--- src/rtl/hcd_pkg.sv ---
// shared constants, types and functions of the hamming byte stream decoder
package hcd_pkg;

    localparam int BYTE_W      = 8;
    localparam int CODE_BITS   = 31;
    localparam int DATA_BITS   = 26;
    localparam int MAX_RESULTS = 4;
    localparam int CTR_W       = 32;

    localparam int FILL_W = $clog2(CODE_BITS);
    localparam int SYN_W  = $clog2(CODE_BITS + 1);
    localparam int WORD_W = CODE_BITS + BYTE_W;

    // number of non-parity positions actually packed from one codeword
    function automatic int count_data();
        int n;
        int pos;
        n = 0;
        for (int k = 2; k < CODE_BITS; k++) begin
            pos = k + 1;
            if (((pos & (pos - 1)) != 0) && (n < DATA_BITS)) begin
                n++;
            end
        end
        return n;
    endfunction

    localparam int DATA_TAKEN = count_data();
    localparam int MAX_BYTES  = (DATA_TAKEN + 7) / 8;
    localparam int PACK_W     = BYTE_W * (MAX_BYTES + 1);
    localparam int TOT_W      = $clog2(DATA_TAKEN + 8);
    localparam int NB_W       = $clog2(MAX_BYTES + 1);
    localparam int CNT_W      = $clog2(MAX_RESULTS + 1);

    // bytes released by one codeword, top aligned, plus their shared status
    typedef struct packed {
        logic [PACK_W-1:0] data;
        logic [CNT_W-1:0]  count;
        logic              corr;
        logic [CTR_W-1:0]  total;
    } t_burst;

    // msb of the received byte is gathered first
    function automatic logic [BYTE_W-1:0] bit_reverse(input logic [BYTE_W-1:0] b);
        logic [BYTE_W-1:0] r;
        for (int j = 0; j < BYTE_W; j++) begin
            r[j] = b[BYTE_W-1-j];
        end
        return r;
    endfunction

    // xor of the positions of all one bits
    function automatic logic [SYN_W-1:0] syndrome(input logic [CODE_BITS-1:0] cw);
        logic [SYN_W-1:0] s;
        s = '0;
        for (int k = 0; k < CODE_BITS; k++) begin
            if (cw[k]) begin
                s = s ^ SYN_W'(k + 1);
            end
        end
        return s;
    endfunction

    // data bits, lowest position first, placed msb first
    function automatic logic [DATA_TAKEN-1:0] extract_data(input logic [CODE_BITS-1:0] cw);
        logic [DATA_TAKEN-1:0] d;
        int                    n;
        int                    pos;
        d = '0;
        n = 0;
        for (int k = 2; k < CODE_BITS; k++) begin
            pos = k + 1;
            if (((pos & (pos - 1)) != 0) && (n < DATA_TAKEN)) begin
                d[DATA_TAKEN-1-n] = cw[k];
                n++;
            end
        end
        return d;
    endfunction

endpackage

--- src/rtl/hcd_core.sv ---
// codeword gathering, syndrome correction and data bit packing
module hcd_core (
    input  logic                        i_clk,
    input  logic                        i_rst_n,
    input  logic                        i_accept,
    input  logic [hcd_pkg::BYTE_W-1:0]  i_rx_byte,
    input  logic                        i_packet_end,
    output logic                        o_will_complete,
    output logic                        o_load,
    output hcd_pkg::t_burst             o_burst
);

    logic [hcd_pkg::CODE_BITS-1:0]  r_code_shift, n_code_shift;
    logic [hcd_pkg::FILL_W-1:0]     r_code_fill, n_code_fill;
    logic [hcd_pkg::BYTE_W-1:0]     r_pack_bits, n_pack_bits;
    logic [2:0]                     r_pack_fill, n_pack_fill;
    logic [hcd_pkg::CTR_W-1:0]      r_corr_cnt, n_corr_cnt;

    logic [hcd_pkg::FILL_W:0]       fill_sum;
    logic [hcd_pkg::WORD_W-1:0]     word;
    logic [hcd_pkg::CODE_BITS-1:0]  cw;
    logic [hcd_pkg::CODE_BITS-1:0]  flip_mask;
    logic [hcd_pkg::CODE_BITS-1:0]  cw_fixed;
    logic [hcd_pkg::SYN_W-1:0]      syn;
    logic                           fix;
    logic [hcd_pkg::DATA_TAKEN-1:0] data;
    logic [hcd_pkg::PACK_W-1:0]     combined;
    logic [hcd_pkg::PACK_W-1:0]     leftover;
    logic [hcd_pkg::TOT_W-1:0]      pack_total;
    logic [hcd_pkg::NB_W-1:0]       nbytes;

    // a codeword completes on this byte when the fill reaches the code length
    assign fill_sum        = {1'b0, r_code_fill} + (hcd_pkg::FILL_W + 1)'(hcd_pkg::BYTE_W);
    assign o_will_complete = (fill_sum >= (hcd_pkg::FILL_W + 1)'(hcd_pkg::CODE_BITS));

    // merge new bits behind the gathered ones
    assign word = {{hcd_pkg::BYTE_W{1'b0}}, r_code_shift}
                | (hcd_pkg::WORD_W'(hcd_pkg::bit_reverse(i_rx_byte)) << r_code_fill);
    assign cw   = word[hcd_pkg::CODE_BITS-1:0];

    // single error correction
    assign syn       = hcd_pkg::syndrome(cw);
    assign fix       = (syn != '0) && (syn <= hcd_pkg::SYN_W'(hcd_pkg::CODE_BITS));
    assign flip_mask = hcd_pkg::CODE_BITS'(1) << (syn - hcd_pkg::SYN_W'(1));
    assign cw_fixed  = fix ? (cw ^ flip_mask) : cw;
    assign data      = hcd_pkg::extract_data(cw_fixed);

    // append data bits to the partial output byte
    assign combined = {r_pack_bits, {(hcd_pkg::PACK_W - hcd_pkg::BYTE_W){1'b0}}}
                    | ({data, {(hcd_pkg::PACK_W - hcd_pkg::DATA_TAKEN){1'b0}}} >> r_pack_fill);
    assign pack_total = hcd_pkg::TOT_W'(r_pack_fill) + hcd_pkg::TOT_W'(hcd_pkg::DATA_TAKEN);
    assign nbytes     = hcd_pkg::NB_W'(pack_total >> 3);
    assign leftover   = combined << {nbytes, 3'b000};

    // next state
    always_comb begin
        n_code_shift = r_code_shift;
        n_code_fill  = r_code_fill;
        n_pack_bits  = r_pack_bits;
        n_pack_fill  = r_pack_fill;
        n_corr_cnt   = r_corr_cnt;
        if (i_accept) begin
            if (o_will_complete) begin
                n_code_shift = hcd_pkg::CODE_BITS'(word >> hcd_pkg::CODE_BITS);
                n_code_fill  = hcd_pkg::FILL_W'(fill_sum
                             - (hcd_pkg::FILL_W + 1)'(hcd_pkg::CODE_BITS));
                n_pack_bits  = leftover[hcd_pkg::PACK_W-1 -: hcd_pkg::BYTE_W];
                n_pack_fill  = pack_total[2:0];
                if (fix && (r_corr_cnt != '1)) begin
                    n_corr_cnt = r_corr_cnt + hcd_pkg::CTR_W'(1);
                end
            end else begin
                n_code_shift = cw;
                n_code_fill  = hcd_pkg::FILL_W'(fill_sum);
            end
            if (i_packet_end) begin
                n_code_shift = '0;
                n_code_fill  = '0;
            end
        end
    end

    // state registers
    always_ff @(posedge i_clk) begin
        if (!i_rst_n) begin
            r_code_shift <= '0;
            r_code_fill  <= '0;
            r_pack_bits  <= '0;
            r_pack_fill  <= '0;
            r_corr_cnt   <= '0;
        end else begin
            r_code_shift <= n_code_shift;
            r_code_fill  <= n_code_fill;
            r_pack_bits  <= n_pack_bits;
            r_pack_fill  <= n_pack_fill;
            r_corr_cnt   <= n_corr_cnt;
        end
    end

    // burst handed to the output buffer
    assign o_load        = i_accept && o_will_complete;
    assign o_burst.data  = combined;
    assign o_burst.count = (nbytes > hcd_pkg::NB_W'(hcd_pkg::MAX_RESULTS))
                         ? hcd_pkg::CNT_W'(hcd_pkg::MAX_RESULTS)
                         : hcd_pkg::CNT_W'(nbytes);
    assign o_burst.corr  = fix;
    assign o_burst.total = n_corr_cnt;

endmodule

--- src/rtl/hcd_out_buf.sv ---
// result register that releases a codeword's bytes one per transfer
module hcd_out_buf (
    input  logic                                i_clk,
    input  logic                                i_rst_n,
    input  logic                                i_load,
    input  hcd_pkg::t_burst                     i_burst,
    output logic                                o_free,
    output logic                                o_out_valid,
    input  logic                                i_out_ready,
    output logic [hcd_pkg::BYTE_W-1:0]          o_out_byte,
    output logic                                o_frame_corrected,
    output logic [hcd_pkg::CTR_W-1:0]           o_correction_total,
    output logic                                o_last_of_run
);

    logic [hcd_pkg::PACK_W-1:0] r_data;
    logic [hcd_pkg::CNT_W-1:0]  r_cnt;
    logic                       r_corr;
    logic [hcd_pkg::CTR_W-1:0]  r_total;
    logic                       take;

    assign take   = o_out_valid && i_out_ready;
    // empty now, or the last byte leaves this cycle
    assign o_free = (r_cnt == '0) || ((r_cnt == hcd_pkg::CNT_W'(1)) && i_out_ready);

    // byte count is control state
    always_ff @(posedge i_clk) begin
        if (!i_rst_n) begin
            r_cnt <= '0;
        end else if (i_load) begin
            r_cnt <= i_burst.count;
        end else if (take) begin
            r_cnt <= r_cnt - hcd_pkg::CNT_W'(1);
        end
    end

    // payload shifts up one byte per transfer
    always_ff @(posedge i_clk) begin
        if (i_load) begin
            r_data  <= i_burst.data;
            r_corr  <= i_burst.corr;
            r_total <= i_burst.total;
        end else if (take) begin
            r_data  <= r_data << hcd_pkg::BYTE_W;
        end
    end

    assign o_out_valid        = (r_cnt != '0);
    assign o_out_byte         = r_data[hcd_pkg::PACK_W-1 -: hcd_pkg::BYTE_W];
    assign o_frame_corrected  = r_corr;
    assign o_correction_total = r_total;
    assign o_last_of_run      = (r_cnt == hcd_pkg::CNT_W'(1));

endmodule

--- src/rtl/hamming_31_26_byte_stream_decoder.sv ---
// top level of the hamming (31,26) byte stream decoder
// a byte that completes a codeword shows its first decoded byte in the next cycle
// throughput: one received byte per cycle; a completed codeword then releases 3 or 4
// bytes at one per cycle from the result register while i_out_ready is high
// input stalls only on a completing byte while the previous codeword's bytes still wait
// reset: synchronous active low, clears gathered bits, packing state and correction count
module hamming_31_26_byte_stream_decoder (
    input  logic                        i_clk,
    input  logic                        i_rst_n,
    input  logic                        i_in_valid,
    output logic                        o_in_ready,
    input  logic [hcd_pkg::BYTE_W-1:0]  i_rx_byte,
    input  logic                        i_packet_end,
    output logic                        o_out_valid,
    input  logic                        i_out_ready,
    output logic [hcd_pkg::BYTE_W-1:0]  o_out_byte,
    output logic                        o_frame_corrected,
    output logic [hcd_pkg::CTR_W-1:0]   o_correction_total,
    output logic                        o_last_of_run
);

    logic            will_complete;
    logic            buf_free;
    logic            load;
    logic            accept;
    hcd_pkg::t_burst burst;

    // bytes that finish no codeword never wait on the output side
    assign o_in_ready = !will_complete || buf_free;
    assign accept     = i_in_valid && o_in_ready;

    hcd_core u_core (
        .i_clk           (i_clk),
        .i_rst_n         (i_rst_n),
        .i_accept        (accept),
        .i_rx_byte       (i_rx_byte),
        .i_packet_end    (i_packet_end),
        .o_will_complete (will_complete),
        .o_load          (load),
        .o_burst         (burst)
    );

    hcd_out_buf u_out_buf (
        .i_clk              (i_clk),
        .i_rst_n            (i_rst_n),
        .i_load             (load),
        .i_burst            (burst),
        .o_free             (buf_free),
        .o_out_valid        (o_out_valid),
        .i_out_ready        (i_out_ready),
        .o_out_byte         (o_out_byte),
        .o_frame_corrected  (o_frame_corrected),
        .o_correction_total (o_correction_total),
        .o_last_of_run      (o_last_of_run)
    );

endmodule

--- config.mk ---
export PLATFORM = sky130hd
export DESIGN_NAME = hamming_31_26_byte_stream_decoder
export DESIGN_NICKNAME = d
export VERILOG_FILES = /design/src/rtl/hcd_pkg.sv /design/src/rtl/hcd_core.sv /design/src/rtl/hcd_out_buf.sv /design/src/rtl/hamming_31_26_byte_stream_decoder.sv
export SDC_FILE = /design/constraint.sdc
export NUM_CORES = 1
export LEC_CHECK = 0
export ABC_AREA = 1
export BUFFER_PORTS_ARGS = -buffer_cell sky130_fd_sc_hd__buf_2
export CAP_MARGIN = 20
export CORE_MARGIN = 2
export CORE_UTILIZATION = 67
export DETAILED_ROUTE_END_ITERATION = 6
export PLACE_DENSITY = 0.85
export RECOVER_POWER = 25
export SLEW_MARGIN = 20
export SYNTH_ARGS = -nofsm -noshare
export SYNTH_HDL_FRONTEND = slang
export SYNTH_SLANG_ARGS = --single-unit
--- constraint.sdc ---
create_clock -name i_clk -period 10.3 [get_ports i_clk]
set_clock_uncertainty 0.2 [all_clocks]
set_input_delay 1.545 -clock i_clk [delete_from_list [all_inputs] [get_ports i_clk]]
set_output_delay 1.545 -clock i_clk [all_outputs]
set_load 0.02 [all_outputs]
* Word-level counts from Yosys, hierarchy flattened
Cells that the tools add are included.
** Storage, ports and cells
- Output and inout port bits :: 44
- Input port bits :: 13
- Logic and storage cells :: 115
- Register bits :: 155
** Operators by class
- Shift-type cells :: 4
- Reductions and logical operators :: 14
- Order comparisons :: 3
- Equal/unequal tests :: 2
- Mux-type cells :: 44
- Add/sub/neg operators :: 6
- Bitwise logic cells :: 33
** Operators with widths (number)
- $mux W32 :: 3
- $mux W31 :: 3
- $mux W5 :: 18
- $mux W40 :: 2
- $or A40 B40 Y40 :: 1
- $shl A40 B6 Y40 :: 1
- $shr A40 B3 Y40 :: 1
- $or A31 B39 Y39 :: 1
- $shl A8 B5 Y39 :: 1
- $add A32 B1 Y32 const B :: 1
- $mux W4 :: 8
- $ne A32 B32 Y1 const B :: 1
- $shl A1 B5 Y31 const A :: 1
- $xor A31 B31 Y31 :: 1
- $not A3 Y3 :: 10
- $mux W3 :: 7
- $not A2 Y2 :: 10
- $not A4 Y4 :: 5
- $add A3 B5 Y6 const B :: 1
- $add A5 B4 Y6 const B :: 1
- $ge A6 B5 Y1 const B :: 1
- $logic_and A1 B1 Y1 :: 6
- $le A5 B5 Y1 const B :: 1
- $not A5 Y5 :: 1
- other kinds (15) :: 20

* Depth between registers and ports, before layout
- Word-level depth :: 66
- Mapped depth :: 34
- Gate-level depth less buffers :: 33

* Hierarchy
Synthesis repeated with hierarchy kept, for this count alone.
** Second synthesis, totals
- Cells, all modules :: 1542
- Area, all modules :: 10448.8 µm²
** Modules (own cells, without submodules)
- hcd_core :: area an instance 7450.9 µm², cells an instance 1300, instances 1, sequential area each 1561.5 µm²
- hcd_out_buf :: area an instance 2977.9 µm², cells an instance 238, instances 1, sequential area each 2252.2 µm²
- hamming_31_26_byte_stream_decoder :: area an instance 20.0 µm², cells an instance 4, instances 1, sequential area each 0.0 µm²

* Worst setup path after synthesis
No wires, ideal clock.
- Path kind :: input port to flip-flop
- Start point :: input i_rx_byte[0] (netlist name)
- End point :: register u_out_buf.r_total (netlist bit u_out_buf.o_correction_total[17]), data pin
- Arrival time :: 3874 ps
- Setup time :: 257 ps
- Setup slack :: 5970 ps
- Buffers on the path :: 0
- Stages on the path :: 24
- Cell sequence :: inv_1 o21ai_0 nand3_1 nand3_1 nand3_1 nand2_1 xnor2_2 inv_2 or2_0 nand2_2 nand2_1 nand2_1 inv_1 nand2_2 nand2_4 nand3_4 nand4_4 nor2_4 nand2_2 inv_2 nand2_2 or2_1 xor2_1 inv_1
** RTL lines
- start, declared :: RTL line hamming_31_26_byte_stream_decoder.sv:12 : input logic [hcd_pkg::BYTE_W-1:0] i_rx_byte,
- end signal, assigned :: RTL line hcd_out_buf.sv:42 : r_total <= i_burst.total;
- end, declared :: RTL line hcd_out_buf.sv:19 : logic [hcd_pkg::CTR_W-1:0] r_total;

==> flow_summary.yaml <==
die:
  coreArea_um2: 13300
  die-area_um2: 14700
  die_y_um: 121
  ioPinCount: 57
  die_x_um: 121
  initial_core_util_pct: 69.2
  num_rows: 42
power:
  switchingPower_mw: 0.579
  p_per_area_nw_per_um2: 177
  combPwrFrac_pct: 22.9
  ir_drop_uv: 137
  power_frac_clock_pct: 38.0
  power_leakage_nw: 4.44
  p_seq_share_pct: 39.1
  sw_frac_of_total_pct: 32.4
  totalPowerFinal_mw: 1.79
  internal_power_mw: 1.21
drt:
  dr.pass1.iters: 6
  viasPerCell: 5.75
  drc: 0
  ant_nets: 0
  wire_per_inst_um: 16.3
  vias: 8544
  drtIter0Drc: 1039
  wl_mm: 24.2
synth:
  yosys_warnings: 0
  avgSynthCellArea_um2: 7.27
  synth.most_common_cell: "nand2_1"
  synthTopCellsByArea: "edfxtp_1, dfxtp_1, nand2_1"
  yosysUniqueCellTypes: 55
  synth_flop_cell: "dfxtp_1"
  ys_async_sr_fraction_pct: 0
  yosys.area.top_type_share_pct: 21.1
  syn-num-nets: 1291
  synth_seq_area_share_pct: 38.7
  syn_inst: 1270
  ys_seq_elements: 146
  synth_commonest_cells: "nand2_1, inv_1, nand3_1"
  syn_area_um2: 9230
  synth_top_area_cell: "edfxtp_1"
  synth_edf_count: 65
grt:
  grt_max_degree: 58
  use_met1_pct: 44.4
  antenna_found_initial: 0
  grt_pass1_wl_mm: 39.1
  overflow: 0
  met2_usage_pct: 56.8
  busiest_layer: "met2"
  grt_pass1_vias: 7986
  grt.total_usage_pct: 34.3
  use_met3_pct: 6.58
sta:
  final.period_utilization_pct: 67.0
  tightest_slew_ps: 2300
  fin_ws_ps: 3400
  min_period_ps: 6900
  hold_viol: 0
  max_freq_mhz: 145
  setup_viol: 0
  drv_slew: 58
  fin_setup_tns_ps: 0
  whs_ps: 253
  rsz0062_at_grt: "no"
  slew_headroom_pct: -53.2
setup_path:
  cp-startpoint: "u_core.r_code_fill[2]$_SDFFE_PN0P_"
  required_ps: 10290
  crit_type: "reg -> reg"
  cp_max_fo: 57
  start_kind: "flop"
  cp.arrival_ps: 6890
  endpoint_kind: "flop"
  ff2ff_path_depth: 20
  r2r_start: "u_core.r_code_fill[2]$_SDFFE_PN0P_"
layout:
  finish.utilization_pct: 75.5
  nFillCells: 1090
  nNetsFinal: 1318
  drive_above_1_share_pct: 12.5
  area_growth_pct: 9.20
  fin_area_um2: 10100
  instances_no_fill: 1486
  diodes: 0
clock_network:
  tritoncts: "built"
  postCtsHoldBufs: 0
  cts_resized: 0
  cts_inserted_buffers: 17
  cts_max_level: 4
  clkSlewWorstSetupHoldPaths_ps: 70
  clk_latency_ps: 440
  postCtsSetupBuffers: 0
  clockRootBuffer: "clkbuf_16"
  clock_path_buffers: 2
  clock-sinks: 146
place:
  place_inst: 1454
  hpwl_mm: 16.8
  placed_cell_area_um2: 9510
  gp_congestion: 0.971
  dp_slack_ps: 4880
  numPortBuffers: 56
run_status:
  status: "complete, but fails checks"
  violations: "max-capacitance violations, max-slew violations"
min_path:
  hold_depth: 2
  min_from: "u_core.r_code_shift[15]$_SDFFE_PN0P_"
  min_path_type: "reg -> reg"
job:
  maxCapViolations: 1
-- cell families (layout without fill, tap and decap cells) --
family | after synthesis | in the layout | synth area share (%)
and+or+nand+nor | 695 | 695 | 35.2
buffers and inverters | 230 | 270 | 10.1
DFF | 146 | 146 | 38.7
AOI/OAI and AO/OA | 132 | 132 | 8.92
xor gates and xnor gates | 56 | 56 | 5.56
adders and majority gates | 8 | 8 | 1.17
muxes | 3 | 3 | 0.339
-- registers in the layout (all words and copies together) (netlist names) --
register and cells:
u_core.r_code_fill 5, u_core.r_code_shift 31, u_core.r_corr_cnt 32, u_core.r_pack_bits 8
u_core.r_pack_fill 2, u_out_buf.o_correction_total 32, u_out_buf.o_frame_corrected 1, u_out_buf.r_cnt 3
u_out_buf.r_data 32
-- area by class of cell --
cell class | count | area [µm²] | area share, %
well taps | 176 | 220 | 2.18
flip-flops and latches | 146 | 3570 | 35.4
clock inverters | 14 | 201 | 2.00
repair buffers | 61 | 259 | 2.57
clock buffers | 18 | 450 | 4.47
inverters | 177 | 664 | 6.59
multi-input cells | 894 | 4710 | 46.8
-- power by group through the flow --
stage          Sequential, mW  Combinational, mW  Clock, mW
4_1_cts                 0.698              0.412      0.683
5_1_grt                 0.702              0.453      0.701
3_5_place_dp            0.710              0.404          0
3_3_place_gp            0.707              0.397          0
6_report                0.698              0.408      0.679
2_1_floorplan           0.705              0.321          0
-- per-layer routing --
layer,wire length (µm),vias up
met5,0,-
met4,761,0
met3,1990,75
met2,11500,406
met1,9930,3893
li1,-,4170
-- worst max-delay path: stages, from the launching register on --
cell	delay, ps
dfxtp_1	990
nand2_1	150
nor2_1	170
fa_1	560
nand3_1	210
nand2_1	760
clkinv_1	510
nand2_1	200
clkbuf_1	1660
inv_2	60
o31ai_1	140
inv_1	160
nand2_4	120
inv_2	90
nand2_1	80
nor2_1	60
nand2_1	70
inv_2	50
nand3_1	110
xor2_1	240
inv_1	60
-- worst paths after layout --
| check | to | slack, ps |
|---|---|---|
| setup reg to reg | u_out_buf.o_correction_total[18]$_DFFE_PP_ | 3400 |
| hold reg to reg | u_core.r_code_shift[15]$_SDFFE_PN0P_ | 250 |
| hold / removal | u_core.r_code_shift[15]$_SDFFE_PN0P_ | 250 |
| setup / recovery | u_out_buf.o_correction_total[18]$_DFFE_PP_ | 3400 |
-- cell usage in the layout (no fill, tap or decap), types with 26 or more instances in the layout --
cell type	synthesis	layout
clkbuf_1	25	45
dfxtp_1	81	81
xor2_1	42	42
nor2_1	98	98
nand2_2	40	40
inv_1	148	148
edfxtp_1	65	65
a21oi_1	40	40
nand3_1	112	113
inv_2	25	26
nand2_1	345	345
o21ai_0	30	30
nor3_1	26	26
(Power assumes the default switching activity.)
